## config.mk

```make
export PLATFORM = sky130hd
export DESIGN_NAME = linear_probe_hash_table_top
export DESIGN_NICKNAME = d
export VERILOG_FILES = /design/src/rtl/lpht_pkg.sv /design/src/rtl/linear_probe_hash_table_top.sv /design/src/rtl/lpht_ctrl.sv /design/src/rtl/lpht_dp.sv
export SDC_FILE = /design/constraint.sdc
export NUM_CORES = 2
export LEC_CHECK = 0
export ABC_AREA = 0
export BUFFER_PORTS_ARGS = -buffer_cell sky130_fd_sc_hd__buf_2
export CAP_MARGIN = 10
export CELL_PAD_IN_SITES_DETAIL_PLACEMENT = 1
export CELL_PAD_IN_SITES_GLOBAL_PLACEMENT = 2
export CORE_MARGIN = 5
export CORE_UTILIZATION = 45
export DETAILED_ROUTE_END_ITERATION = 6
export PLACE_DENSITY = 0.75
export SYNTH_ARGS = -nofsm -noshare
export SYNTH_HDL_FRONTEND = slang
export SYNTH_HIERARCHICAL = 1
export SYNTH_SLANG_ARGS = --single-unit
```

## constraint.sdc

```tcl
create_clock -name clk -period 9.3 [get_ports clk]
set_clock_uncertainty 0.05 [all_clocks]
set_input_delay 1.395 -clock clk [delete_from_list [all_inputs] [get_ports clk]]
set_output_delay 1.395 -clock clk [all_outputs]
set_load 0.02 [all_outputs]
```

## src/rtl/lpht_pkg.sv

```systemverilog
`default_nettype none
// ----------------------------------------------------------------------------
// Linear probe hash table package
// Shared sizes, payload structs, result codes and the command and status
// groups that pass between the controller and the datapath.
// ----------------------------------------------------------------------------
package lpht_pkg;

	// Table geometry. TABLE_SLOTS must be a power of two: the home slot is
	// taken from the low hash bits and the probe index wraps naturally.
	localparam int TABLE_SLOTS = 16;
	localparam int KEY_BYTES   = 8;
	localparam int SLOT_W      = $clog2(TABLE_SLOTS);
	localparam int COUNT_W     = $clog2(TABLE_SLOTS + 1);
	localparam int KEY_W       = 8 * KEY_BYTES;
	localparam int LEN_W       = 4;
	localparam int VALUE_W     = 32;
	localparam int HASH_W      = 64;
	localparam int HALF_W      = HASH_W / 2;
	localparam int HASH_SHIFT  = 15;
	localparam logic [HALF_W-1:0] HASH_MUL = 32'h5bd1_e995;

	// Result codes.
	typedef enum logic [2:0] {
		ST_FOUND     = 3'd0,
		ST_NOT_FOUND = 3'd1,
		ST_INSERTED  = 3'd2,
		ST_UPDATED   = 3'd3,
		ST_FULL      = 3'd4
	} status_code_t;

	// Operation codes of the input item.
	localparam logic OP_LOOKUP = 1'b0;
	localparam logic OP_INSERT = 1'b1;

	// Input item.
	typedef struct packed {
		logic                      cmd;
		logic [63:0]               key_bytes;
		logic [3:0]                key_len;
		logic signed [31:0]        write_value;
	} in_item_t;

	// Result item.
	typedef struct packed {
		logic [2:0]                status;
		logic signed [31:0]        read_value;
		logic [4:0]                entry_count;
	} out_item_t;

	// One stored slot.
	typedef struct packed {
		logic [KEY_W-1:0]          key;
		logic [LEN_W-1:0]          len;
		logic [VALUE_W-1:0]        value;
	} slot_entry_t;

	// Commands from the controller to the datapath.
	typedef struct packed {
		logic                      load_in;
		logic                      mul_lo;
		logic                      mul_hi;
		logic                      set_home;
		logic                      mem_rd;
		logic                      step;
		logic                      wr_entry;
		logic                      wr_new;
		logic                      set_result;
		logic                      res_from_mem;
		status_code_t              res_code;
		logic                      load_out;
	} dp_cmd_t;

	// Status from the datapath to the controller.
	typedef struct packed {
		logic                      rounds_zero;
		logic                      is_insert;
		logic                      table_full;
		logic                      occupied;
		logic                      match;
		logic                      probes_last;
	} dp_sts_t;

	// Mask that keeps the first len bytes of a key.
	function automatic logic [KEY_W-1:0] byte_mask(input logic [LEN_W-1:0] len);
		logic [KEY_W-1:0] m;
		m = '0;
		for (int i = 0; i < KEY_BYTES; i++) begin
			if (LEN_W'(i) < len) begin
				m[8*i +: 8] = 8'hff;
			end
		end
		return m;
	endfunction

endpackage
`default_nettype wire

```

## src/rtl/linear_probe_hash_table_top.sv

```systemverilog
`default_nettype none
// ----------------------------------------------------------------------------
// Linear probe hash table
// Open-addressed key/value table of 16 slots with linear probing, taking
// lookups and inserts of keys of up to 8 bytes.
// ----------------------------------------------------------------------------
//  Channel | Handshake               | Payload
//  in      | in_valid / in_ready     | in_item  (cmd, key, length, value)
//  out     | out_valid / out_ready   | out_item (status, value, count)
//
// The time an item takes grows with L, the used key bytes (0..8), and with
// P, the slots probed (0..16, zero when a full table turns an insert away);
// the shared hash multiplier and the single read port of the slot memory
// make it so. One item is in work at a time, and a result that is not taken
// holds the next one back. A finished result waits in the output register
// while the next item is taken in. Reset clears the occupied bits and the
// count at once, so the table is usable as soon as reset is released.
// ----------------------------------------------------------------------------
module linear_probe_hash_table_top
	import lpht_pkg::*;
(
	input  wire logic      clk,
	input  wire logic      arst_n,
	input  wire logic      in_valid,
	output logic           in_ready,
	input  wire in_item_t  in_item,
	output logic           out_valid,
	input  wire logic      out_ready,
	output out_item_t      out_item
);

	dp_cmd_t cmd;
	dp_sts_t sts;

	// Sequencer.
	lpht_ctrl u_ctrl (
		.clk       (clk),
		.arst_n    (arst_n),
		.in_valid  (in_valid),
		.in_ready  (in_ready),
		.out_valid (out_valid),
		.out_ready (out_ready),
		.sts       (sts),
		.cmd       (cmd)
	);

	// Hash unit, slot store and result registers.
	lpht_dp u_dp (
		.clk      (clk),
		.arst_n   (arst_n),
		.in_item  (in_item),
		.cmd      (cmd),
		.sts      (sts),
		.out_item (out_item)
	);

endmodule
`default_nettype wire

```

## src/rtl/lpht_ctrl.sv

```systemverilog
`default_nettype none
// ----------------------------------------------------------------------------
// Linear probe hash table controller
// Sequences one item through the hash rounds and the slot probes, picks the
// result code and owns the input ready flag and the output valid flag.
// ----------------------------------------------------------------------------
module lpht_ctrl
	import lpht_pkg::*;
(
	input  wire logic    clk,
	input  wire logic    arst_n,
	input  wire logic    in_valid,
	output logic         in_ready,
	output logic         out_valid,
	input  wire logic    out_ready,
	input  wire dp_sts_t sts,
	output dp_cmd_t      cmd
);

	typedef enum logic [2:0] {
		S_IDLE,
		S_ROUND,
		S_MUL_LO,
		S_MUL_HI,
		S_PROBE_RD,
		S_PROBE_CHK,
		S_FINISH
	} state_t;

	state_t state_q;
	state_t state_d;
	logic   out_valid_q;

	// Next state and datapath commands.
	always_comb begin
		cmd      = '0;
		cmd.res_code = ST_NOT_FOUND;
		state_d  = state_q;
		in_ready = (state_q == S_IDLE);
		unique case (state_q)
			S_IDLE: begin
				if (in_valid) begin
					cmd.load_in = 1'b1;
					state_d     = S_ROUND;
				end
			end
			S_ROUND: begin
				if (sts.rounds_zero) begin
					if (sts.is_insert && sts.table_full) begin
						cmd.set_result = 1'b1;
						cmd.res_code   = ST_FULL;
						state_d        = S_FINISH;
					end else begin
						cmd.set_home = 1'b1;
						state_d      = S_PROBE_RD;
					end
				end else begin
					state_d = S_MUL_LO;
				end
			end
			S_MUL_LO: begin
				cmd.mul_lo = 1'b1;
				state_d    = S_MUL_HI;
			end
			S_MUL_HI: begin
				cmd.mul_hi = 1'b1;
				state_d    = S_ROUND;
			end
			S_PROBE_RD: begin
				cmd.mem_rd = 1'b1;
				state_d    = S_PROBE_CHK;
			end
			S_PROBE_CHK: begin
				if (!sts.occupied) begin
					// An empty slot ends the probe: an insert places its new entry here.
					cmd.set_result = 1'b1;
					state_d        = S_FINISH;
					if (sts.is_insert) begin
						cmd.wr_entry = 1'b1;
						cmd.wr_new   = 1'b1;
						cmd.res_code = ST_INSERTED;
					end else begin
						cmd.res_code = ST_NOT_FOUND;
					end
				end else if (sts.match) begin
					cmd.set_result = 1'b1;
					state_d        = S_FINISH;
					if (sts.is_insert) begin
						cmd.wr_entry = 1'b1;
						cmd.res_code = ST_UPDATED;
					end else begin
						cmd.res_from_mem = 1'b1;
						cmd.res_code     = ST_FOUND;
					end
				end else begin
					cmd.step = 1'b1;
					if (sts.probes_last) begin
						cmd.set_result = 1'b1;
						cmd.res_code   = sts.is_insert ? ST_FULL : ST_NOT_FOUND;
						state_d        = S_FINISH;
					end else begin
						state_d = S_PROBE_RD;
					end
				end
			end
			S_FINISH: begin
				if (!out_valid_q || out_ready) begin
					cmd.load_out = 1'b1;
					state_d      = S_IDLE;
				end
			end
			default: begin
				state_d = S_IDLE;
			end
		endcase
	end

	// State and output valid flag.
	always_ff @(posedge clk or negedge arst_n) begin
		if (!arst_n) begin
			state_q     <= S_IDLE;
			out_valid_q <= 1'b0;
		end else begin
			state_q <= state_d;
			if (cmd.load_out) begin
				out_valid_q <= 1'b1;
			end else if (out_ready) begin
				out_valid_q <= 1'b0;
			end
		end
	end

	assign out_valid = out_valid_q;

endmodule
`default_nettype wire

```

## src/rtl/lpht_dp.sv

```systemverilog
`default_nettype none
// ----------------------------------------------------------------------------
// Linear probe hash table datapath
// Holds the current item, the hash unit with one shared 32x32 multiplier,
// the slot memory with its occupied bits, the entry count and the output
// register.
// ----------------------------------------------------------------------------
module lpht_dp
	import lpht_pkg::*;
(
	input  wire logic     clk,
	input  wire logic     arst_n,
	input  wire in_item_t in_item,
	input  wire dp_cmd_t  cmd,
	output dp_sts_t       sts,
	output out_item_t     out_item
);

	// Item registers.
	logic                 op_q;
	logic [KEY_W-1:0]     key_q;
	logic [LEN_W-1:0]     len_q;
	logic [VALUE_W-1:0]   wval_q;

	// Hash unit registers.
	logic [HASH_W-1:0]    hash_q;
	logic [KEY_W-1:0]     hkey_q;
	logic [LEN_W-1:0]     rounds_q;
	logic [HASH_W-1:0]    prod_q;

	// Probe registers.
	logic [SLOT_W-1:0]    slot_q;
	logic [SLOT_W-1:0]    probes_q;

	// Slot store.
	slot_entry_t          mem_q [TABLE_SLOTS];
	slot_entry_t          rd_q;
	logic [TABLE_SLOTS-1:0] occ_q;
	logic [COUNT_W-1:0]   count_q;

	// Result registers.
	logic [2:0]           res_status_q;
	logic [VALUE_W-1:0]   res_value_q;
	out_item_t            out_q;

	logic [LEN_W-1:0]     len_sat;
	logic [HASH_W-1:0]    hash_x;
	logic [HALF_W-1:0]    mul_a;
	logic [HASH_W-1:0]    mul_p;
	logic [HASH_W-1:0]    mix_sum;

	// Saturate the key length to the key width.
	assign len_sat = (in_item.key_len > LEN_W'(KEY_BYTES)) ? LEN_W'(KEY_BYTES)
		: in_item.key_len;

	// Shared multiplier: the low half of the hash is multiplied first, the
	// high half's low product is then folded into the upper word.
	assign hash_x  = hash_q ^ {{(HASH_W-8){1'b0}}, hkey_q[7:0]};
	assign mul_a   = cmd.mul_hi ? hash_x[HASH_W-1:HALF_W] : hash_x[HALF_W-1:0];
	assign mul_p   = HASH_W'(mul_a) * HASH_W'(HASH_MUL);
	assign mix_sum = {prod_q[HASH_W-1:HALF_W] + mul_p[HALF_W-1:0],
		prod_q[HALF_W-1:0]};

	// Item capture and hash rounds.
	always_ff @(posedge clk) begin
		if (cmd.load_in) begin
			op_q     <= in_item.cmd;
			key_q    <= in_item.key_bytes & byte_mask(len_sat);
			hkey_q   <= in_item.key_bytes;
			len_q    <= len_sat;
			wval_q   <= in_item.write_value;
			rounds_q <= len_sat;
			hash_q   <= '0;
		end
		if (cmd.mul_lo) begin
			prod_q <= mul_p;
		end
		if (cmd.mul_hi) begin
			hash_q   <= mix_sum ^ (mix_sum >> HASH_SHIFT);
			hkey_q   <= hkey_q >> 8;
			rounds_q <= rounds_q - 1'b1;
		end
	end

	// Probe position.
	always_ff @(posedge clk) begin
		if (cmd.set_home) begin
			slot_q   <= hash_q[SLOT_W-1:0];
			probes_q <= '0;
		end else if (cmd.step) begin
			slot_q   <= slot_q + 1'b1;
			probes_q <= probes_q + 1'b1;
		end
	end

	// Slot memory with a registered read port.
	always_ff @(posedge clk) begin
		if (cmd.wr_entry) begin
			mem_q[slot_q] <= '{key: key_q, len: len_q, value: wval_q};
		end
		if (cmd.mem_rd) begin
			rd_q <= mem_q[slot_q];
		end
	end

	// Occupied bits and entry count.
	always_ff @(posedge clk or negedge arst_n) begin
		if (!arst_n) begin
			occ_q   <= '0;
			count_q <= '0;
		end else if (cmd.wr_new) begin
			occ_q[slot_q] <= 1'b1;
			count_q       <= count_q + 1'b1;
		end
	end

	// Result and output registers.
	always_ff @(posedge clk) begin
		if (cmd.set_result) begin
			res_status_q <= cmd.res_code;
			res_value_q  <= cmd.res_from_mem ? rd_q.value : '0;
		end
		if (cmd.load_out) begin
			out_q.status      <= res_status_q;
			out_q.read_value  <= res_value_q;
			out_q.entry_count <= 5'(count_q);
		end
	end

	// Status toward the controller.
	always_comb begin
		sts.rounds_zero = (rounds_q == '0);
		sts.is_insert   = (op_q == OP_INSERT);
		sts.table_full  = (count_q >= COUNT_W'(TABLE_SLOTS));
		sts.occupied    = occ_q[slot_q];
		sts.match       = occ_q[slot_q] && (rd_q.key == key_q) && (rd_q.len == len_q);
		sts.probes_last = (probes_q == SLOT_W'(TABLE_SLOTS - 1));
	end

	assign out_item = out_q;

endmodule
`default_nettype wire

```

==> flow_summary.json <==
{
  "fmax_mhz": 110.5,
  "drt_first_iter_violations": 4729,
  "multi_input_area_um2": 33970,
  "start_util": 0.4520,
  "grt_pass1_wl_um": 407800,
  "drv_cap": 0,
  "rsz0062_at_grt": "yes",
  "async_reset_ff_frac": 0.01188,
  "crit_fanout": 9,
  "clkLatencyLatePin_ns": 0.85,
  "synth.distinct_cells": 75,
  "critPathMaxStageDelay_ns": 0.60,
  "crit_top_cell": "fa_1",
  "r2r-start": "u_ctrl/state_q[2]",
  "final_net_count": 6812,
  "min_path_cells": 0,
  "cts_max_path_buffers": 3,
  "port_buffers": 146,
  "outcome": "finished, final reports clean",
  "n_fill_cell": 20080,
  "dp_hpwl_um": 184900,
  "worstReg2RegEnd": "u_dp/hash_q[48]",
  "seq_area_frac_synth": 0.6337,
  "dieArea_um2": 230200,
  "path_clk_slew_ns": 0.06,
  "reg2regPathDepth": 29,
  "stdcell_count": 8984,
  "min_to": "u_dp/out_item[28]",
  "worstMarginPinSlew_ns": 1.228,
  "gr-total-overflow": 0,
  "totalWireLength_um": 282600,
  "drc": 0,
  "htreeDepth": 4,
  "yosys.area.top_type": "edfxtp_1",
  "place_congestion": 0.9165,
  "synthFlopType": "edfxtp_1",
  "hp-class": "flop to flop",
  "cp-start-kind": "flop",
  "routedWlPerCell_um": 31.46,
  "vias": 51800,
  "area_growth_pct": 13.08,
  "clock-sinks": 2104,
  "cp_slowest_cell": "fa_1",
  "synth_top_area_frac": 0.6249,
  "final.period_utilization": 0.9735,
  "dp.cells": 8587,
  "synth_nets": 6435,
  "grt_pass1_vias": 54950,
  "syn_inst": 5472,
  "die_w_um": 479.8,
  "criticalPathCategory": "flop to flop",
  "seq_area_um2": 62940,
  "grt_max_degree": 145,
  "r2r_setup_slack_ns": 0.25,
  "synth_edf_count": 2067,
  "first_pass_iters": 5,
  "boundaryPins": 147,
  "antenna_left": 0,
  "min_from": "u_dp/res_value_q[23]",
  "antenna_found_initial": 20,
  "synth.area.top_cells": "edfxtp_1 (62%), mux4_2 (11%), fa_1 (8.5%)",
  "required_ns": 9.78,
  "arrival_ns": 9.53,
  "cp-end-kind": "flop",
  "cts_buffers": 205,
  "finalHoldViolations": 0,
  "post-route-min-period_ns": 9.053,
  "drv_slew": 0,
  "drive_gt1_frac": 0.2236,
  "cts_tree": "built",
  "max_slew_margin": 0.1791,
  "grtUsageTotal": 0.2466,
  "cts_root_buf": "clkbuf_16",
  "syn_area_per_cell_um2": 18.15,
  "cts_hold_buffers": 0,
  "synth_area_um2": 99320,
  "die_h_um": 479.8,
  "setup_viol": 0,
  "viasPerCell": 5.766,
  "yosys_warnings": 6,
  "rows": 172,
  "ys_seq_elements": 2104,
  "design.core.area_um2": 219700,
  "whs_ns": 0.3257
}
routing by layer:
layer	track usage	up-vias	part of all wire
li1	-	21520	-
met2	0.3965	1798	0.48
met4	0.05884	6	0.024
met5	0	-	0.00015
met1	0.3619	28150	0.43
met3	0.03191	324	0.060
what timing repair did:
action | 4_1_cts | 5_1_grt
endpoints found under the setup margin | 7 | 20
setup buffers | 1 | 10
resized for setup | 8 | 77
gates cloned | 0 | 1
pin swaps | 1 | 12
layout by cell type (no fill, tap or decap), types with 48 or more instances in the layout:
cell type	instances
edfxtp_1	2067
inv_1	599
mux4_2	505
ha_1	429
fa_1	418
clkbuf_16	207
buf_4	185
buf_2	147
nor2_1	110
a21oi_1	109
xnor2_1	108
nand2_1	94
xor2_1	93
nor2b_1	75
mux2_2	70
and2_1	57
a21o_1	56
o21ai_0	51
clkinv_1	48
sequential cells by signal (all words and copies together) (netlist names), 4 cells and up:
name	count
u_dp/hkey_q	64
u_dp/prod_q	63
u_dp/rounds_q	4
u_dp/wval_q	32
u_dp/probes_q	4
u_dp/rd_q	100
u_dp/out_item	40
u_dp/res_value_q	32
u_dp/mem_q	1600
u_dp/occ_q	16
u_dp/key_q	64
u_dp/hash_q	64
u_dp/len_q	4
u_dp/slot_q	4
u_dp/count_q	5
area by class of cell:
class | instances | area share
clock inverter | 133 | 0.01317
inverter | 606 | 0.02025
multi-input combinational | 2577 | 0.3025
timing repair buffer | 355 | 0.02294
clock buffer | 245 | 0.04775
antenna | 6 | 0.0001337
tap | 2958 | 0.03295
sequential | 2104 | 0.5603
worst max-delay path: cells and delay by family, from the launching register on:
| family | cells | cell delay, ns |
|---|---|---|
| and+or+nand+nor | 3 | 0.91 |
| xor gates and xnor gates | 2 | 0.44 |
| muxes | 2 | 0.45 |
| DFF | 1 | 0.39 |
| adders and majority gates | 10 | 4.53 |
| AOI/OAI and AO/OA | 4 | 1.09 |
| buffers and inverters | 8 | 0.86 |
Yosys cell counts, types with 32 or more instances:
master    count
and2_1       59
xnor2_1     115
clkbuf_1    137
nand2_1      96
ha_1        438
nand4_1      32
mux4_2      505
fa_1        420
nor2_1      128
nor2b_1      76
a21oi_1     118
inv_1       605
edfxtp_1   2067
mux2_2       71
o21ai_0      56
a21o_1       56
xor2_1       95
buf_1        44
how the worst max path moves through the flow:
stage	from	to	slack [ns]	depth (start not counted)
global placement	u_ctrl/state_q[2]	u_dp/hash_q[62]	-0.13	29
finish	u_ctrl/state_q[2]	u_dp/hash_q[48]	0.25	29
CTS	u_ctrl/state_q[2]	u_dp/hash_q[62]	-0.05	30
global route	u_ctrl/state_q[2]	u_dp/hash_q[43]	-0.02	37
floorplan	u_ctrl/state_q[1]	u_dp/hash_q[43]	-0.19	36
detailed placement	u_ctrl/state_q[2]	u_dp/hash_q[62]	-0.16	30
kinds of logic after synthesis:
logic type,after synthesis,share of synthesized area
AOI/OAI and AO/OA,371,0.02455
xor gates and xnor gates,211,0.01875
adders and majority gates,858,0.1398
buffers and inverters,792,0.03011
DFF,2104,0.6337
muxes,603,0.1253
and+or+nand+nor,533,0.02783
metrics by stage:
step	worst slack (ns)	setup TNS (ns)	utilization	cell area [µm²]
floorplan	-0.1914	-0.1914	-	99360
global placement	-0.1336	-0.4257	0.4778	105000
detailed placement	-0.1627	-0.6589	0.4778	105000
CTS	-0.04647	-0.1265	0.5091	111900
global route	-0.02132	-0.06017	0.5111	112300
finish	0.2465	0	0.5112	112300
Power is left out: the tool's default activity adds up to more than one toggle a clock period on the data nets, which glitch-free logic cannot reach.
